File: config.mk
export PLATFORM = sky130hd
export DESIGN_NAME = page_bitmap_run_allocator
export DESIGN_NICKNAME = d
export VERILOG_FILES = /design/src/pbra_pkg.sv /design/src/pbra_ser_div.sv /design/src/pbra_page_walk.sv /design/src/page_bitmap_run_allocator.sv
export SDC_FILE = /design/constraint.sdc
export NUM_CORES = 1
export LEC_CHECK = 0
export ABC_AREA = 1
export BUFFER_PORTS_ARGS = -buffer_cell sky130_fd_sc_hd__buf_2
export CAP_MARGIN = 15
export CORE_UTILIZATION = 60
export CTS_CLUSTER_DIAMETER = 200
export DETAILED_ROUTE_END_ITERATION = 7
export GPL_TIMING_DRIVEN = 0
export PLACE_DENSITY_LB_ADDON = 0.12
export SETUP_SLACK_MARGIN = 0.4
export SYNTH_ARGS = -nofsm -noshare
export SYNTH_HDL_FRONTEND = slang
export SYNTH_SLANG_ARGS = --single-unit
File: constraint.sdc
create_clock -name clk -period 4.46 [get_ports clk]
set_input_delay 1.115 -clock clk [delete_from_list [all_inputs] [get_ports clk]]
set_output_delay 1.115 -clock clk [all_outputs]
set_load 0.02 [all_outputs]
File: src/pbra_pkg.sv
// Shared types and constants for the page bitmap run allocator.
// Used by pbra_page_walk and page_bitmap_run_allocator.
`default_nettype none
package pbra_pkg;

	// default geometry, handed to the top level parameters
	localparam int unsigned PAGE_BYTES_DEF = 4096;
	localparam int unsigned PAGE_COUNT_DEF = 64;

	// field widths
	localparam int unsigned ADDR_W   = 32;
	localparam int unsigned RBYTES_W = 19;
	localparam int unsigned STATUS_W = 3;

	// serial divider numerator/quotient width and its step counter
	localparam int unsigned NUM_W   = 33;
	localparam int unsigned DCNT_W  = $clog2(NUM_W);

	// APB port
	localparam int unsigned APB_ADDR_W = 3;
	localparam int unsigned APB_DATA_W = 32;
	localparam logic REG_BASE_IDX  = 1'b0;
	localparam logic REG_BYTES_IDX = 1'b1;

	// reset values of the config registers
	localparam logic [ADDR_W-1:0]   BASE_RST   = 32'd4096;
	localparam logic [RBYTES_W-1:0] RBYTES_RST = 19'd262144;

	// commands
	localparam logic CMD_ALLOC = 1'b0;
	localparam logic CMD_FREE  = 1'b1;

	// result status codes
	localparam logic [STATUS_W-1:0] ST_OK       = 3'd0;
	localparam logic [STATUS_W-1:0] ST_TOO_BIG  = 3'd1;
	localparam logic [STATUS_W-1:0] ST_NO_RUN   = 3'd2;
	localparam logic [STATUS_W-1:0] ST_NOT_BUSY = 3'd3;
	localparam logic [STATUS_W-1:0] ST_NO_ALLOC = 3'd4;

	// bitmap walk pass kinds
	localparam logic [1:0] PASS_SCAN  = 2'd0;
	localparam logic [1:0] PASS_CHECK = 2'd1;
	localparam logic [1:0] PASS_WRITE = 2'd2;

	typedef struct packed {
		logic                cmd;
		logic [ADDR_W-1:0]   request_bytes;
		logic [ADDR_W-1:0]   free_addr;
	} req_beat_t;

	typedef struct packed {
		logic [STATUS_W-1:0] status;
		logic [ADDR_W-1:0]   granted_addr;
	} rsp_beat_t;

	// control from the sequencer to the bitmap walker
	typedef struct packed {
		logic       init;
		logic       step;
		logic [1:0] mode;
		logic       set_val;
	} walk_ctl_t;

	// status from the bitmap walker
	typedef struct packed {
		logic found;
		logic all_busy;
		logic last;
	} walk_res_t;

endpackage
`default_nettype wire

File: src/pbra_ser_div.sv
// Bit-serial restoring divider by a constant, one quotient bit per step.
// Uses pbra_pkg for nothing; standalone leaf.
`default_nettype none
module pbra_ser_div #(
	parameter int unsigned DIVISOR = 4096,
	parameter int unsigned NUM_W   = 33
) (
	input  wire logic             clk,
	input  wire logic             load,
	input  wire logic             step,
	input  wire logic [NUM_W-1:0] num,
	output logic      [NUM_W-1:0] quot
);

	localparam int unsigned RW = $clog2(DIVISOR) + 1;
	localparam logic [RW-1:0] DIV_R = RW'(DIVISOR);

	logic [NUM_W-1:0] sh_q;
	logic [RW-1:0]    rem_q;
	logic [RW-1:0]    trial;
	logic             ge;

	// shift next numerator bit into the partial remainder
	assign trial = {rem_q[RW-2:0], sh_q[NUM_W-1]};
	assign ge    = trial >= DIV_R;

	always_ff @(posedge clk) begin
		if (load) begin
			sh_q  <= num;
			rem_q <= '0;
		end else if (step) begin
			rem_q <= ge ? (trial - DIV_R) : trial;
			sh_q  <= {sh_q[NUM_W-2:0], ge};
		end
	end

	assign quot = sh_q;

endmodule
`default_nettype wire

File: src/pbra_page_walk.sv
// Busy-page map held as a rotating shift register, one page per cycle while step is high.
// Finds first free runs, checks runs busy and sets/clears runs. Uses pbra_pkg.
`default_nettype none
module pbra_page_walk #(
	parameter int unsigned PAGE_BYTES = pbra_pkg::PAGE_BYTES_DEF,
	parameter int unsigned PAGE_COUNT = pbra_pkg::PAGE_COUNT_DEF,
	localparam int unsigned IW = $clog2(PAGE_COUNT),
	localparam int unsigned CW = $clog2(PAGE_COUNT + 1)
) (
	input  wire logic                          clk,
	input  wire logic                          arst_n,
	input  wire pbra_pkg::walk_ctl_t           ctl,
	input  wire logic [pbra_pkg::ADDR_W-1:0]   base,
	input  wire logic [IW-1:0]                 win_start,
	input  wire logic [CW-1:0]                 win_len,
	input  wire logic [CW-1:0]                 limit,
	output pbra_pkg::walk_res_t                res,
	output logic      [IW-1:0]                 found_start,
	output logic      [pbra_pkg::ADDR_W-1:0]   found_addr
);

	localparam logic [IW-1:0] LAST = IW'(PAGE_COUNT - 1);
	localparam logic [pbra_pkg::ADDR_W-1:0] PB_W = pbra_pkg::ADDR_W'(PAGE_BYTES);

	logic [PAGE_COUNT-1:0]         map_q;
	logic [IW-1:0]                 idx_q;
	logic [CW-1:0]                 run_q;
	logic [CW-1:0]                 cand_q;
	logic                          found_q;
	logic                          busy_ok_q;
	logic [IW-1:0]                 start_q;
	logic [pbra_pkg::ADDR_W-1:0]   page_addr_q;
	logic [pbra_pkg::ADDR_W-1:0]   cand_addr_q;
	logic [pbra_pkg::ADDR_W-1:0]   found_addr_q;

	logic          cur;
	logic [CW-1:0] idx_w;
	logic [CW-1:0] off;
	logic          in_lim;
	logic          in_win;
	logic          is_free;
	logic [CW-1:0] run_nxt;
	logic          hit;
	logic          new_bit;

	// page under the head of the map and its window membership
	assign cur     = map_q[0];
	assign idx_w   = CW'(idx_q);
	assign off     = idx_w - CW'(win_start);
	assign in_lim  = idx_w < limit;
	assign in_win  = in_lim && (idx_q >= win_start) && (off < win_len);

	// free-run tracking for the first-fit search
	assign is_free = in_lim && !cur;
	assign run_nxt = is_free ? (run_q + CW'(1)) : '0;
	assign hit     = (ctl.mode == pbra_pkg::PASS_SCAN) && is_free && !found_q
		&& (run_nxt == win_len);

	// bit written back at the tail of the rotation
	assign new_bit = ((ctl.mode == pbra_pkg::PASS_WRITE) && in_win) ? ctl.set_val : cur;

	// map and walk control state
	always_ff @(posedge clk or negedge arst_n) begin
		if (!arst_n) begin
			map_q     <= '0;
			idx_q     <= '0;
			run_q     <= '0;
			cand_q    <= '0;
			found_q   <= 1'b0;
			busy_ok_q <= 1'b1;
		end else if (ctl.init) begin
			idx_q     <= '0;
			run_q     <= '0;
			cand_q    <= '0;
			found_q   <= 1'b0;
			busy_ok_q <= 1'b1;
		end else if (ctl.step) begin
			map_q <= {new_bit, map_q[PAGE_COUNT-1:1]};
			idx_q <= (idx_q == LAST) ? '0 : (idx_q + IW'(1));
			if (ctl.mode == pbra_pkg::PASS_SCAN) begin
				run_q <= run_nxt;
				if (!is_free)
					cand_q <= idx_w + CW'(1);
				if (hit)
					found_q <= 1'b1;
			end
			if ((ctl.mode == pbra_pkg::PASS_CHECK) && in_win && !cur)
				busy_ok_q <= 1'b0;
		end
	end

	// address tracking of the current page and the run candidate
	always_ff @(posedge clk) begin
		if (ctl.init) begin
			page_addr_q <= base;
			cand_addr_q <= base;
		end else if (ctl.step) begin
			page_addr_q <= page_addr_q + PB_W;
			if ((ctl.mode == pbra_pkg::PASS_SCAN) && !is_free)
				cand_addr_q <= page_addr_q + PB_W;
			if (hit) begin
				start_q      <= cand_q[IW-1:0];
				found_addr_q <= cand_addr_q;
			end
		end
	end

	assign res.found    = found_q;
	assign res.all_busy = busy_ok_q;
	assign res.last     = ctl.step && (idx_q == LAST);
	assign found_start  = start_q;
	assign found_addr   = found_addr_q;

endmodule
`default_nettype wire

File: src/page_bitmap_run_allocator.sv
// First-fit page run allocator over a 64-page busy map, APB configured.
// Early rejects and zero-page beats go from the serial division straight to the finish state;
// a failed search or busy check adds one map pass, and a run that is set or cleared adds a
// second, writing pass; the 33-step serial divider and bit-serial map passes do the work.
// One beat in flight; the next is accepted in the idle state, entered as the result is loaded.
// Reset clears the busy map and the alloc-seen flag and loads base 4096, size 262144.
`default_nettype none
module page_bitmap_run_allocator #(
	parameter int unsigned PAGE_BYTES = pbra_pkg::PAGE_BYTES_DEF,
	parameter int unsigned PAGE_COUNT = pbra_pkg::PAGE_COUNT_DEF
) (
	input  wire logic                              clk,
	input  wire logic                              arst_n,
	input  wire logic                              req_valid,
	output logic                                   req_stall,
	input  wire pbra_pkg::req_beat_t               req_beat,
	output logic                                   rsp_valid,
	input  wire logic                              rsp_stall,
	output pbra_pkg::rsp_beat_t                    rsp_beat,
	input  wire logic                              psel,
	input  wire logic                              penable,
	input  wire logic                              pwrite,
	input  wire logic [pbra_pkg::APB_ADDR_W-1:0]   paddr,
	input  wire logic [pbra_pkg::APB_DATA_W-1:0]   pwdata,
	output logic      [pbra_pkg::APB_DATA_W-1:0]   prdata,
	output logic                                   pready
);

	localparam int unsigned IW = $clog2(PAGE_COUNT);
	localparam int unsigned CW = $clog2(PAGE_COUNT + 1);
	localparam int unsigned EW = CW + 1;
	localparam int unsigned NW = pbra_pkg::NUM_W;
	localparam int unsigned AW = pbra_pkg::ADDR_W;

	localparam logic [2:0] ST_IDLE   = 3'd0;
	localparam logic [2:0] ST_DIV    = 3'd1;
	localparam logic [2:0] ST_DECIDE = 3'd2;
	localparam logic [2:0] ST_SCAN   = 3'd3;
	localparam logic [2:0] ST_EVAL   = 3'd4;
	localparam logic [2:0] ST_WRITE  = 3'd5;
	localparam logic [2:0] ST_FIN    = 3'd6;

	localparam logic [pbra_pkg::DCNT_W-1:0] DCNT_LAST = pbra_pkg::DCNT_W'(NW - 1);

	logic [2:0]                      state_q;
	logic [AW-1:0]                   base_q;
	logic [pbra_pkg::RBYTES_W-1:0]   rbytes_q;
	logic                            seen_q;
	logic                            cmd_q;
	logic                            below_q;
	logic [pbra_pkg::DCNT_W-1:0]     dcnt_q;
	logic [1:0]                      mode_q;
	logic [IW-1:0]                   win_start_q;
	logic [CW-1:0]                   n_q;
	logic [CW-1:0]                   lim_q;
	logic [pbra_pkg::STATUS_W-1:0]   status_q;
	logic [AW-1:0]                   gaddr_q;
	logic                            rsp_valid_q;
	pbra_pkg::rsp_beat_t             rsp_q;

	logic                accept;
	logic                cfg_wr;
	logic                div_load;
	logic                div_step;
	logic [NW-1:0]       num_n;
	logic [NW-1:0]       num_f;
	logic [NW-1:0]       num_p;
	logic [NW-1:0]       q_n;
	logic [NW-1:0]       q_f;
	logic [NW-1:0]       q_p;

	pbra_pkg::walk_ctl_t wctl;
	pbra_pkg::walk_res_t wres;
	logic [IW-1:0]       found_start;
	logic [AW-1:0]       found_addr;

	logic [CW-1:0]                 lim;
	logic                          too_big;
	logic                          n_zero;
	logic                          n_fits;
	logic                          first_in;
	logic                          end_out;
	logic                          dec_walk;
	logic [1:0]                    dec_mode;
	logic [pbra_pkg::STATUS_W-1:0] dec_status;
	logic [AW-1:0]                 dec_addr;
	logic                          ev_write;
	logic [pbra_pkg::STATUS_W-1:0] ev_status;
	logic [AW-1:0]                 ev_addr;
	logic                          rsp_load;

	// handshakes
	assign accept    = req_valid && !req_stall;
	assign req_stall = state_q != ST_IDLE;
	assign rsp_load  = (state_q == ST_FIN) && (!rsp_valid_q || !rsp_stall);
	assign rsp_valid = rsp_valid_q;
	assign rsp_beat  = rsp_q;

	// APB register file
	assign pready = 1'b1;
	assign cfg_wr = psel && penable && pwrite;

	always_comb begin
		case (paddr[2])
			pbra_pkg::REG_BASE_IDX:  prdata = base_q;
			pbra_pkg::REG_BYTES_IDX: prdata = pbra_pkg::APB_DATA_W'(rbytes_q);
			default:                 prdata = '0;
		endcase
	end

	always_ff @(posedge clk or negedge arst_n) begin
		if (!arst_n) begin
			base_q   <= pbra_pkg::BASE_RST;
			rbytes_q <= pbra_pkg::RBYTES_RST;
		end else if (cfg_wr) begin
			case (paddr[2])
				pbra_pkg::REG_BASE_IDX:  base_q   <= pwdata;
				pbra_pkg::REG_BYTES_IDX: rbytes_q <= pwdata[pbra_pkg::RBYTES_W-1:0];
				default:                 base_q   <= base_q;
			endcase
		end
	end

	// serial dividers: page count, start page of a free, usable pages
	assign num_n    = NW'(req_beat.request_bytes) + NW'(PAGE_BYTES - 1);
	assign num_f    = NW'(req_beat.free_addr) - NW'(base_q);
	assign num_p    = NW'(rbytes_q);
	assign div_load = accept;
	assign div_step = state_q == ST_DIV;

	pbra_ser_div #(.DIVISOR(PAGE_BYTES), .NUM_W(NW)) u_div_n (
		.clk(clk), .load(div_load), .step(div_step), .num(num_n), .quot(q_n)
	);
	pbra_ser_div #(.DIVISOR(PAGE_BYTES), .NUM_W(NW)) u_div_f (
		.clk(clk), .load(div_load), .step(div_step), .num(num_f), .quot(q_f)
	);
	pbra_ser_div #(.DIVISOR(PAGE_BYTES), .NUM_W(NW)) u_div_p (
		.clk(clk), .load(div_load), .step(div_step), .num(num_p), .quot(q_p)
	);

	// range checks once the quotients are in
	assign lim      = (q_p < NW'(PAGE_COUNT)) ? CW'(q_p) : CW'(PAGE_COUNT);
	assign too_big  = q_n > q_p;
	assign n_zero   = q_n == '0;
	assign n_fits   = q_n <= NW'(lim);
	assign first_in = q_f < NW'(lim);
	assign end_out  = (EW'(q_f[CW-1:0]) + EW'(q_n[CW-1:0])) > EW'(lim);

	always_comb begin
		dec_walk   = 1'b0;
		dec_mode   = pbra_pkg::PASS_SCAN;
		dec_status = pbra_pkg::ST_OK;
		dec_addr   = '0;
		if (cmd_q == pbra_pkg::CMD_ALLOC) begin
			if (too_big)
				dec_status = pbra_pkg::ST_TOO_BIG;
			else if (n_zero)
				dec_addr = base_q;
			else if (!n_fits)
				dec_status = pbra_pkg::ST_NO_RUN;
			else
				dec_walk = 1'b1;
		end else begin
			dec_mode = pbra_pkg::PASS_CHECK;
			if (!seen_q)
				dec_status = pbra_pkg::ST_NO_ALLOC;
			else if (too_big)
				dec_status = pbra_pkg::ST_TOO_BIG;
			else if (below_q)
				dec_status = pbra_pkg::ST_NOT_BUSY;
			else if (n_zero)
				dec_status = pbra_pkg::ST_OK;
			else if (!n_fits || !first_in || end_out)
				dec_status = pbra_pkg::ST_NOT_BUSY;
			else
				dec_walk = 1'b1;
		end
	end

	// outcome of the search or busy check
	always_comb begin
		ev_write  = 1'b0;
		ev_status = pbra_pkg::ST_OK;
		ev_addr   = '0;
		if (cmd_q == pbra_pkg::CMD_ALLOC) begin
			if (wres.found) begin
				ev_write = 1'b1;
				ev_addr  = found_addr;
			end else begin
				ev_status = pbra_pkg::ST_NO_RUN;
			end
		end else begin
			if (wres.all_busy)
				ev_write = 1'b1;
			else
				ev_status = pbra_pkg::ST_NOT_BUSY;
		end
	end

	// bitmap walker control
	assign wctl.init    = ((state_q == ST_DECIDE) && dec_walk) || ((state_q == ST_EVAL) && ev_write);
	assign wctl.step    = (state_q == ST_SCAN) || (state_q == ST_WRITE);
	assign wctl.mode    = mode_q;
	assign wctl.set_val = cmd_q == pbra_pkg::CMD_ALLOC;

	pbra_page_walk #(.PAGE_BYTES(PAGE_BYTES), .PAGE_COUNT(PAGE_COUNT)) u_walk (
		.clk(clk), .arst_n(arst_n), .ctl(wctl), .base(base_q),
		.win_start(win_start_q), .win_len(n_q), .limit(lim_q),
		.res(wres), .found_start(found_start), .found_addr(found_addr)
	);

	// sequencer
	always_ff @(posedge clk or negedge arst_n) begin
		if (!arst_n) begin
			state_q     <= ST_IDLE;
			seen_q      <= 1'b0;
			cmd_q       <= pbra_pkg::CMD_ALLOC;
			below_q     <= 1'b0;
			dcnt_q      <= '0;
			mode_q      <= pbra_pkg::PASS_SCAN;
			win_start_q <= '0;
			n_q         <= '0;
			lim_q       <= '0;
			status_q    <= pbra_pkg::ST_OK;
			gaddr_q     <= '0;
			rsp_valid_q <= 1'b0;
			rsp_q       <= '0;
		end else begin
			if (rsp_load) begin
				rsp_valid_q        <= 1'b1;
				rsp_q.status       <= status_q;
				rsp_q.granted_addr <= gaddr_q;
			end else if (!rsp_stall) begin
				rsp_valid_q <= 1'b0;
			end
			case (state_q)
				ST_IDLE: begin
					if (accept) begin
						cmd_q   <= req_beat.cmd;
						below_q <= req_beat.free_addr < base_q;
						dcnt_q  <= '0;
						if (req_beat.cmd == pbra_pkg::CMD_ALLOC)
							seen_q <= 1'b1;
						state_q <= ST_DIV;
					end
				end
				ST_DIV: begin
					dcnt_q <= dcnt_q + pbra_pkg::DCNT_W'(1);
					if (dcnt_q == DCNT_LAST)
						state_q <= ST_DECIDE;
				end
				ST_DECIDE: begin
					status_q    <= dec_status;
					gaddr_q     <= dec_addr;
					mode_q      <= dec_mode;
					n_q         <= q_n[CW-1:0];
					lim_q       <= lim;
					win_start_q <= q_f[IW-1:0];
					state_q     <= dec_walk ? ST_SCAN : ST_FIN;
				end
				ST_SCAN: begin
					if (wres.last)
						state_q <= ST_EVAL;
				end
				ST_EVAL: begin
					status_q <= ev_status;
					gaddr_q  <= ev_addr;
					mode_q   <= pbra_pkg::PASS_WRITE;
					if (cmd_q == pbra_pkg::CMD_ALLOC)
						win_start_q <= found_start;
					state_q  <= ev_write ? ST_WRITE : ST_FIN;
				end
				ST_WRITE: begin
					if (wres.last)
						state_q <= ST_FIN;
				end
				ST_FIN: begin
					if (rsp_load)
						state_q <= ST_IDLE;
				end
				default: state_q <= ST_IDLE;
			endcase
		end
	end

`ifndef SYNTHESIS
	// a failed beat never carries an address
	a_fail_no_addr: assert property (@(posedge clk) disable iff (!arst_n)
		rsp_valid && (rsp_beat.status != pbra_pkg::ST_OK) |-> rsp_beat.granted_addr == '0)
		else $error("nonzero address on failed beat");

	// the alloc-seen flag never drops once set
	a_seen_sticky: assert property (@(posedge clk) disable iff (!arst_n)
		seen_q |=> seen_q)
		else $error("alloc-seen flag cleared");

	// a new result only appears out of the finish state
	a_rsp_from_fin: assert property (@(posedge clk) disable iff (!arst_n)
		$rose(rsp_valid) |-> $past(state_q) == ST_FIN)
		else $error("result raised outside finish");

	// map writes follow a successful search or check
	a_write_mode: assert property (@(posedge clk) disable iff (!arst_n)
		(state_q == ST_WRITE) |-> (mode_q == pbra_pkg::PASS_WRITE) && (status_q == pbra_pkg::ST_OK))
		else $error("map write without success");
`endif

endmodule
`default_nettype wire
After elaboration in Yosys (flattened, before gate mapping)
Cells that the tools add are included.
{ "op_classes": {"add_sub_neg": 12, "n_lt_le_gt_ge": 12, "n_eq_ne": 19, "muxes": 82, "bitwise": 4, "reduce_logical": 56} }
{ "op_table": {"columns": ["operator", "n"], "rows": [
  ["$mux 32", 10],
  ["$mux 33", 4],
  ["$pmux 32 s2", 2],
  ["$mux 6", 9],
  ["$ge 13x13->1 const B", 3],
  ["$mux 19", 2],
  ["$mux 12", 3],
  ["$sub 12x1->12 const B", 3],
  ["$mux 7", 5],
  ["$add 32x12->33 const B", 1],
  ["$gt 33x33->1", 1],
  ["$le 33x7->1", 1],
  ["$logic_not 33->1", 1],
  ["$lt 33x7->1", 1],
  ["$lt 33x7->1 const B", 1],
  ["$sub 32x32->33", 1],
  ["$add 32x13->32 const B", 1],
  ["$lt 32x32->1", 1],
  ["$mux 3", 9],
  ["$pmux 6 s2", 2],
  ["$mux 1", 23],
  ["$pmux 3 s7", 1],
  ["$mux 2", 10],
  ["$add 6x1->6 const B", 3],
  ["29 further kinds", 87]
]} }
{ "totals": {"regBits": 478, "elab_cells": 218} }

Longest topological paths before layout
{ "logic_depth": {"word_depth": 16, "mapped_depth": 24} }

Hierarchy
A second synthesis with hierarchy kept.
{ "hier_totals": {"cells_unflattened": 2989, "hier_area_um2": 25396.9} }
{ "modules_own_cells": {"columns": ["mod", "n_inst", "cells_per_inst", "area_each_um2", "seq_area_each_um2"], "rows": [
  ["page_bitmap_run_allocator", 1, 1527, 11317.1, 3906.2],
  ["pbra_page_walk", 1, 811, 8074.0, 5191.2],
  ["pbra_ser_div", 3, 217, 2001.9, 1231.2]
]} }

Worst setup path before layout
OpenSTA, ideal clock, no wires.
{ "synth_path": {"path_type": "register to register", "startpoint": "reg u_div_f.sh_q[0] (netlist: u_div_f.quot[0])", "endpoint": "reg u_walk.cand_addr_q[0] (netlist bit) (enable)", "setup_time_ps": 389, "arrival_time_ps": 3533, "required_ps": 4071, "path_slack_ps": 537, "path_stages_with_launch": 21, "path_buffers": 1, "synth_period_minus_slack_ps": 3923, "cell_sequence": "edfxtp_1 > ha_1 > fa_1 > nand3_1 > nand2_1 > a21o_1 > a21oi_1 > xnor2_1 > ha_1 > inv_1 > nor2_1 > nor3_1 > nand2_1 > nand2_1 > nand3_1 > nand2_2 > nand3_4 > nand2_4 > inv_4 > buf_6 > nand2_1"} }
{ "synth_between": {"elab_chain_cells": 14, "word_cells_on_any_way": 17, "cone_classes": "1 x add/sub; 2 x order compare; 6 x mux; 8 x reduce/logical"} }
{ "synth_lines": {"columns": ["item", "line", "text"], "rows": [
  ["start, declared", "pbra_ser_div.sv:18", "logic [NUM_W-1:0] sh_q;"],
  ["start signal, assigned", "pbra_ser_div.sv:29", "sh_q <= num;"],
  ["start signal, assigned", "pbra_ser_div.sv:33", "sh_q <= {sh_q[NUM_W-2:0], ge};"],
  ["branches (longest 3 deep; another with $add 7x7->8)", null, null],
  ["$logic_or 1x1->1 *", "page_bitmap_run_allocator.sv:173", "else if (!n_fits || !first_in || end_out)"],
  ["$mux 1 *", "page_bitmap_run_allocator.sv:173", null],
  ["$mux 1 *", "page_bitmap_run_allocator.sv:171", "else if (n_zero)"],
  ["$mux 1 *", "page_bitmap_run_allocator.sv:169", "else if (below_q)"],
  ["$mux 1 *", "page_bitmap_run_allocator.sv:167", "else if (too_big)"],
  ["$mux 1 *", "page_bitmap_run_allocator.sv:165", "if (!seen_q)"],
  ["$mux 1 *", "page_bitmap_run_allocator.sv:154", "if (cmd_q == pbra_pkg::CMD_ALLOC) begin"],
  ["$logic_and 1x1->1 *", "page_bitmap_run_allocator.sv:201", "assign wctl.init = ((state_q == ST_DECIDE) && dec_walk) || ((state_q == ST_EVAL) && ev_write);"],
  ["$logic_or 1x1->1 *", "page_bitmap_run_allocator.sv:201", null],
  ["$reduce_bool 2->1 (no source line)", null, null],
  ["$reduce_and 2->1 (no source line) *", null, null],
  ["end signal, assigned", "pbra_page_walk.sv:96", "cand_addr_q <= base;"],
  ["end signal, assigned", "pbra_page_walk.sv:100", "cand_addr_q <= page_addr_q + PB_W;"],
  ["end, declared", "pbra_page_walk.sv:33", "logic [pbra_pkg::ADDR_W-1:0] cand_addr_q;"]
]} }
Every way passes the cells marked *.
A chain may end at the register's enable or synchronous reset.

Worst setup path after layout
{ "layout_path": {"startpoint": "reg u_div_f.sh_q[0] (netlist: u_div_f.quot[0])", "endpoint": "reg u_walk.cand_addr_q[15] (netlist bit) (enable)"} }
The elaborated chain is that of the path after synthesis.

==> results by stage <==
Clocking:
- The tree is rooted in a sky130_fd_sc_hd__clkbuf_16.
- The clock network latency to the later pin of the worst-skew pair is between 0.6 and 0.7 ns.
- The CTS H-tree depth is 2.
- The deepest clock path buffer count is 3.
- The clock transition time at the flip-flop clock pins of the worst setup and hold paths is approximately 0.060 ns.
- TritonCTS built the clock tree.
- After clock tree synthesis, the flow added hold-fix buffers numbering 0.
- The CTS buffer count is 48.
- The clock net in this run drives a total of between 400 and 500 sinks.
- Once the clock tree was built, the setup fixing pass inserted 0 buffers.

Worst setup path:
- The worst setup path is of the register to register kind.
- The startpoint identified for the worst register-to-register timing path is u_div_f.quot[0].
- Of all nets on the critical path, the largest fanout is 32.
- The type of destination of the critical path is a register.
- For the worst setup path, the data arrival time is 4.17 ns.
- STA puts the critical path data required time at 4.73 ns.
- The most critical setup path has its startpoint at u_div_f.quot[0].
- The element type at the critical path start is a register.

Floorplan:
- The die is a little over 200 um wide.
- The vertical extent of the die is approximately 200 um.
- Pin placement for this block handled 177 I/O pins.
- The die covers 41,700 um^2.
- Once the floorplan was initialized, standard cells occupied about three fifths of the core.
- After floorplanning, the core was sized to cover between 40,000 and 50,000 um^2.
- In this run the core area contains 73 standard-cell rows.

Layout:
- The area growth from synthesis to layout is 13.3%.
- In the final layout, the share of cells above drive strength 1 is between 10% and 20%.
- Leaving out fill and tap cells, the most frequent cells in the layout are 846 x sky130_fd_sc_hd__nand2_1, 276 x sky130_fd_sc_hd__inv_1, 238 x sky130_fd_sc_hd__dfrtp_1.
- The multi-input combinational cell area is 10,400 um^2.
- The final net count is approximately 3,300.
- The count of inserted antenna diode cells is 0.
- The final core area utilization is between 60% and 70%.
- The library cell used most frequently in the layout, excluding fill and tap cells, is sky130_fd_sc_hd__nand2_1.
- The register area is about 13,000 um^2.
- Counting the fill cells in the layout gives roughly 3,200.

Yosys:
- The post-synthesis instance total is 2,883.
- After synthesis, flip-flops and latches occupy roughly 52% of the total area.
- In the synthesized netlist the dominant register cell turns out to be sky130_fd_sc_hd__dfrtp_1.
- The Yosys warning count is 0.
- The mapped cell area is between 20,000 and 25,000 um^2.
- The flip-flop and latch count after synthesis is approximately 480.
- The synthesized design contains approximately 190 enable-type register cells.
- The synthesized area per cell is approximately 8.5 um^2.
- Counting every net in the synthesized netlist gives ~3,100.
- The proportion of synthesized flip-flops having asynchronous set or reset is between 50 and 60%.
- The number of unique standard cell types used by synthesis is 57.

Route:
- The count of TritonRoute iterations in the first routing pass is 5.
- Wires add up to roughly 70,000 um.
- The number of violations reported at the end of detailed-routing iteration 0 is approximately 2,000.
- In this run the remaining antenna-violating nets after routing total 0.
- The remaining design rule violation count is 0.
- The via count of the routed design is 21,100.
- The mean number of vias per cell is approximately 5.7.
- In the final routed layout, each cell accounts on average for approximately 19 um.

Global route:
- The via count of the first global-routing pass is 20,200.
- The maximum number of pins on one net before global-route repair is about 130.
- The total routing resource utilization after global routing is 33.8%.
- The number of antenna violations at the first check in global routing was 0.
- For this run the aggregate overflow at the end of global routing stands at 0.
- The first global-routing pass estimated ~110,000 um of wire.

Placement:
- The port buffer count is 172.
- The placed wire-length estimate after detailed placement is 52,700 um.
- The congestion estimate from routability-driven global placement came to a little under 1.

Timing:
- The number of max-slew violations in the final report is 0.
- After layout, the minimum clock period comes to just under 4 ns.
- The number of hold violations in the final report is 0.
- Setup repair after global routing could not meet its margin everywhere.
- The fmax is ~260 MHz.
- Between clock sinks in the finished design, the worst skew comes to ~0.036 ns.
- Headroom to the max-slew limit came out at about two fifths.
- For the pin with the worst max-slew slack, the measured transition is 0.911 ns.
- The count of endpoints failing setup in the final report is 0.
- Adding up every negative setup slack in the final design gives 0 ns.
- The share of the clock period used by the worst path after layout is 87.4%.

Power and ir drop:
- The switching share of total power is roughly two fifths.
- The worst voltage drop across the vdd grid is 0.407 mV.
- The internal power of the cells totals 11.1 mW.
- The clock network accounts for a little over a fifth of the total power.
- The power per standard cell area is roughly 700 nW/um^2.
- The share of total power dissipated in sequential elements is slightly below 40%.
- The leakage power of the design is between 10 and 15 nW.
- The relative contribution of combinational cells to total power is between 30% and 40%.
- The completed layout was analyzed and its total power is between 15 and 20 mW.
- The switching power is roughly 7.8 mW.

Outcome:
- The run finished with clean final reports.

Flow run:
- The tool flagged a number of max-cap violations equal to 0.

Worst hold path:
- The path class of the tightest hold or removal check is input pin to async pin.
==> sequential cells by signal, summed over array words and instances, names as in the netlist, 19 cells and up <==
name	cells
u_walk.found_addr	32
u_walk.cand_addr_q	32
rbytes_q	19
rsp_beat	35
u_walk.map_q	64
base_q	32
u_div_f.quot	33
u_div_p.quot	33
gaddr_q	32
u_walk.page_addr_q	32
u_div_n.quot	33
==> metal layers <==
layer  track usage, %  up-vias  wire [um]
met4             12.3        0       2290
met1             46.6    10200      29600
met3             4.02      122       5040
li1                 -     9997          -
met2             55.2      814      32700
met5                0        -          0
==> repair_timing <==
action / in CTS / in global routing
pin swaps: 0 / 0
resized for setup: 2 / 2
setup endpoints to repair: 64 / 64
==> power groups by stage <==
stage	Sequential (mW)	Combinational, mW	Clock (mW)
floorplan	7.23	5.08	0
global placement	7.42	7.04	0
detailed placement	7.42	7.37	0
CTS	7.34	7.44	4.07
global route	7.49	8.43	4.23
finish	7.38	7.53	4.03
==> metrics by stage <==
step	hold slack (ns)	cell area, um^2	worst slack, ns	instances
2_1_floorplan	0.400	24500	0.537	2883
3_3_place_gp	0.400	26100	-1.86	3580
3_5_place_dp	0.405	26200	0.193	3584
4_1_cts	0.411	27800	0.443	3674
5_1_grt	0.418	27800	0.322	3674
6_report	0.407	27800	0.562	3674
==> kinds of logic (layout without fill, tap and decap cells) <==
family / after synthesis / after routing / share of synthesized area (%)
other: 1 / 1 / 0.0153
buffers and inverters: 396 / 662 / 6.31
flip-flops: 478 / 478 / 51.5
XOR/XNOR: 66 / 66 / 2.36
AO/OA/AOI/OAI: 488 / 488 / 10.6
adder cells (fa/ha/maj): 118 / 118 / 6.11
AND/OR/NAND/NOR: 1314 / 1314 / 22.0
multiplexers: 22 / 22 / 1.00
==> area by class of cell <==
cell class | count | share of cell area [%]
Inverter | 289 | 3.92
Multi-Input combinational cell | 2009 | 37.3
Tap cell | 525 | 2.36
Clock inverter | 16 | 0.576
Sequential cell | 478 | 45.5
Buffer | 107 | 1.66
Clock buffer | 74 | 5.14
Timing Repair Buffer | 176 | 3.50
==> cell usage after synthesis (8+ instances only) <==
cell type / number / area share, %
sky130_fd_sc_hd__nand3_1: 106 / 2.2
sky130_fd_sc_hd__mux2_2: 21 / 0.96
sky130_fd_sc_hd__dfxtp_1: 50 / 4.1
sky130_fd_sc_hd__clkbuf_1: 87 / 1.3
sky130_fd_sc_hd__inv_2: 11 / 0.17
sky130_fd_sc_hd__o21ai_0: 216 / 4.4
sky130_fd_sc_hd__o21bai_1: 8 / 0.24
sky130_fd_sc_hd__dfrtp_1: 238 / 24
sky130_fd_sc_hd__nand3b_1: 9 / 0.28
sky130_fd_sc_hd__a21oi_1: 193 / 3.9
sky130_fd_sc_hd__xnor2_1: 20 / 0.71
sky130_fd_sc_hd__nor4_1: 10 / 0.25
sky130_fd_sc_hd__nand2_1: 848 / 13
sky130_fd_sc_hd__a22oi_1: 15 / 0.46
sky130_fd_sc_hd__ha_1: 115 / 5.9
sky130_fd_sc_hd__edfxtp_1: 187 / 23
sky130_fd_sc_hd__xor2_1: 46 / 1.6
sky130_fd_sc_hd__inv_1: 277 / 4.2
sky130_fd_sc_hd__nor3_1: 34 / 0.69
sky130_fd_sc_hd__a31oi_1: 15 / 0.38
sky130_fd_sc_hd__nor2_1: 229 / 3.5
sky130_fd_sc_hd__nand4_1: 53 / 1.4
==> worst max-delay path: stages (launching register included) <==
cell and delay, ns:
sky130_fd_sc_hd__edfxtp_1 0.48, sky130_fd_sc_hd__ha_1 0.26, sky130_fd_sc_hd__fa_1 0.41, sky130_fd_sc_hd__nand3_1 0.09
sky130_fd_sc_hd__nand2_1 0.09, sky130_fd_sc_hd__a21o_1 0.17, sky130_fd_sc_hd__a21oi_1 0.17, sky130_fd_sc_hd__xnor2_1 0.15
sky130_fd_sc_hd__ha_1 0.25, sky130_fd_sc_hd__inv_1 0.10, sky130_fd_sc_hd__nor2_1 0.07, sky130_fd_sc_hd__nor3_1 0.16
sky130_fd_sc_hd__nand2_1 0.07, sky130_fd_sc_hd__nand2_1 0.06, sky130_fd_sc_hd__nand3_1 0.09, sky130_fd_sc_hd__nand2_2 0.10
sky130_fd_sc_hd__nand3_4 0.14, sky130_fd_sc_hd__nand2_4 0.21, sky130_fd_sc_hd__inv_4 0.06, sky130_fd_sc_hd__buf_6 0.17
sky130_fd_sc_hd__nand2_8 0.25
==> path summary, 6_finish.rpt <==
check / slack [ns] / to / cells after the start
max in group asynchronous: 2.78 / base_q[12] / 3
worst min register to register: 0.41 / u_walk.found_addr[10] / 0
worst max-delay path: 0.56 / u_walk.cand_addr_q[15] / 20
worst max register to register: 0.56 / u_walk.cand_addr_q[15] / 20
min in group clk: 0.41 / u_walk.found_addr[10] / 0
worst min-delay path: 0.41 / dcnt_q[0] / 1
Note: power is estimated with default switching activity, not from simulation.
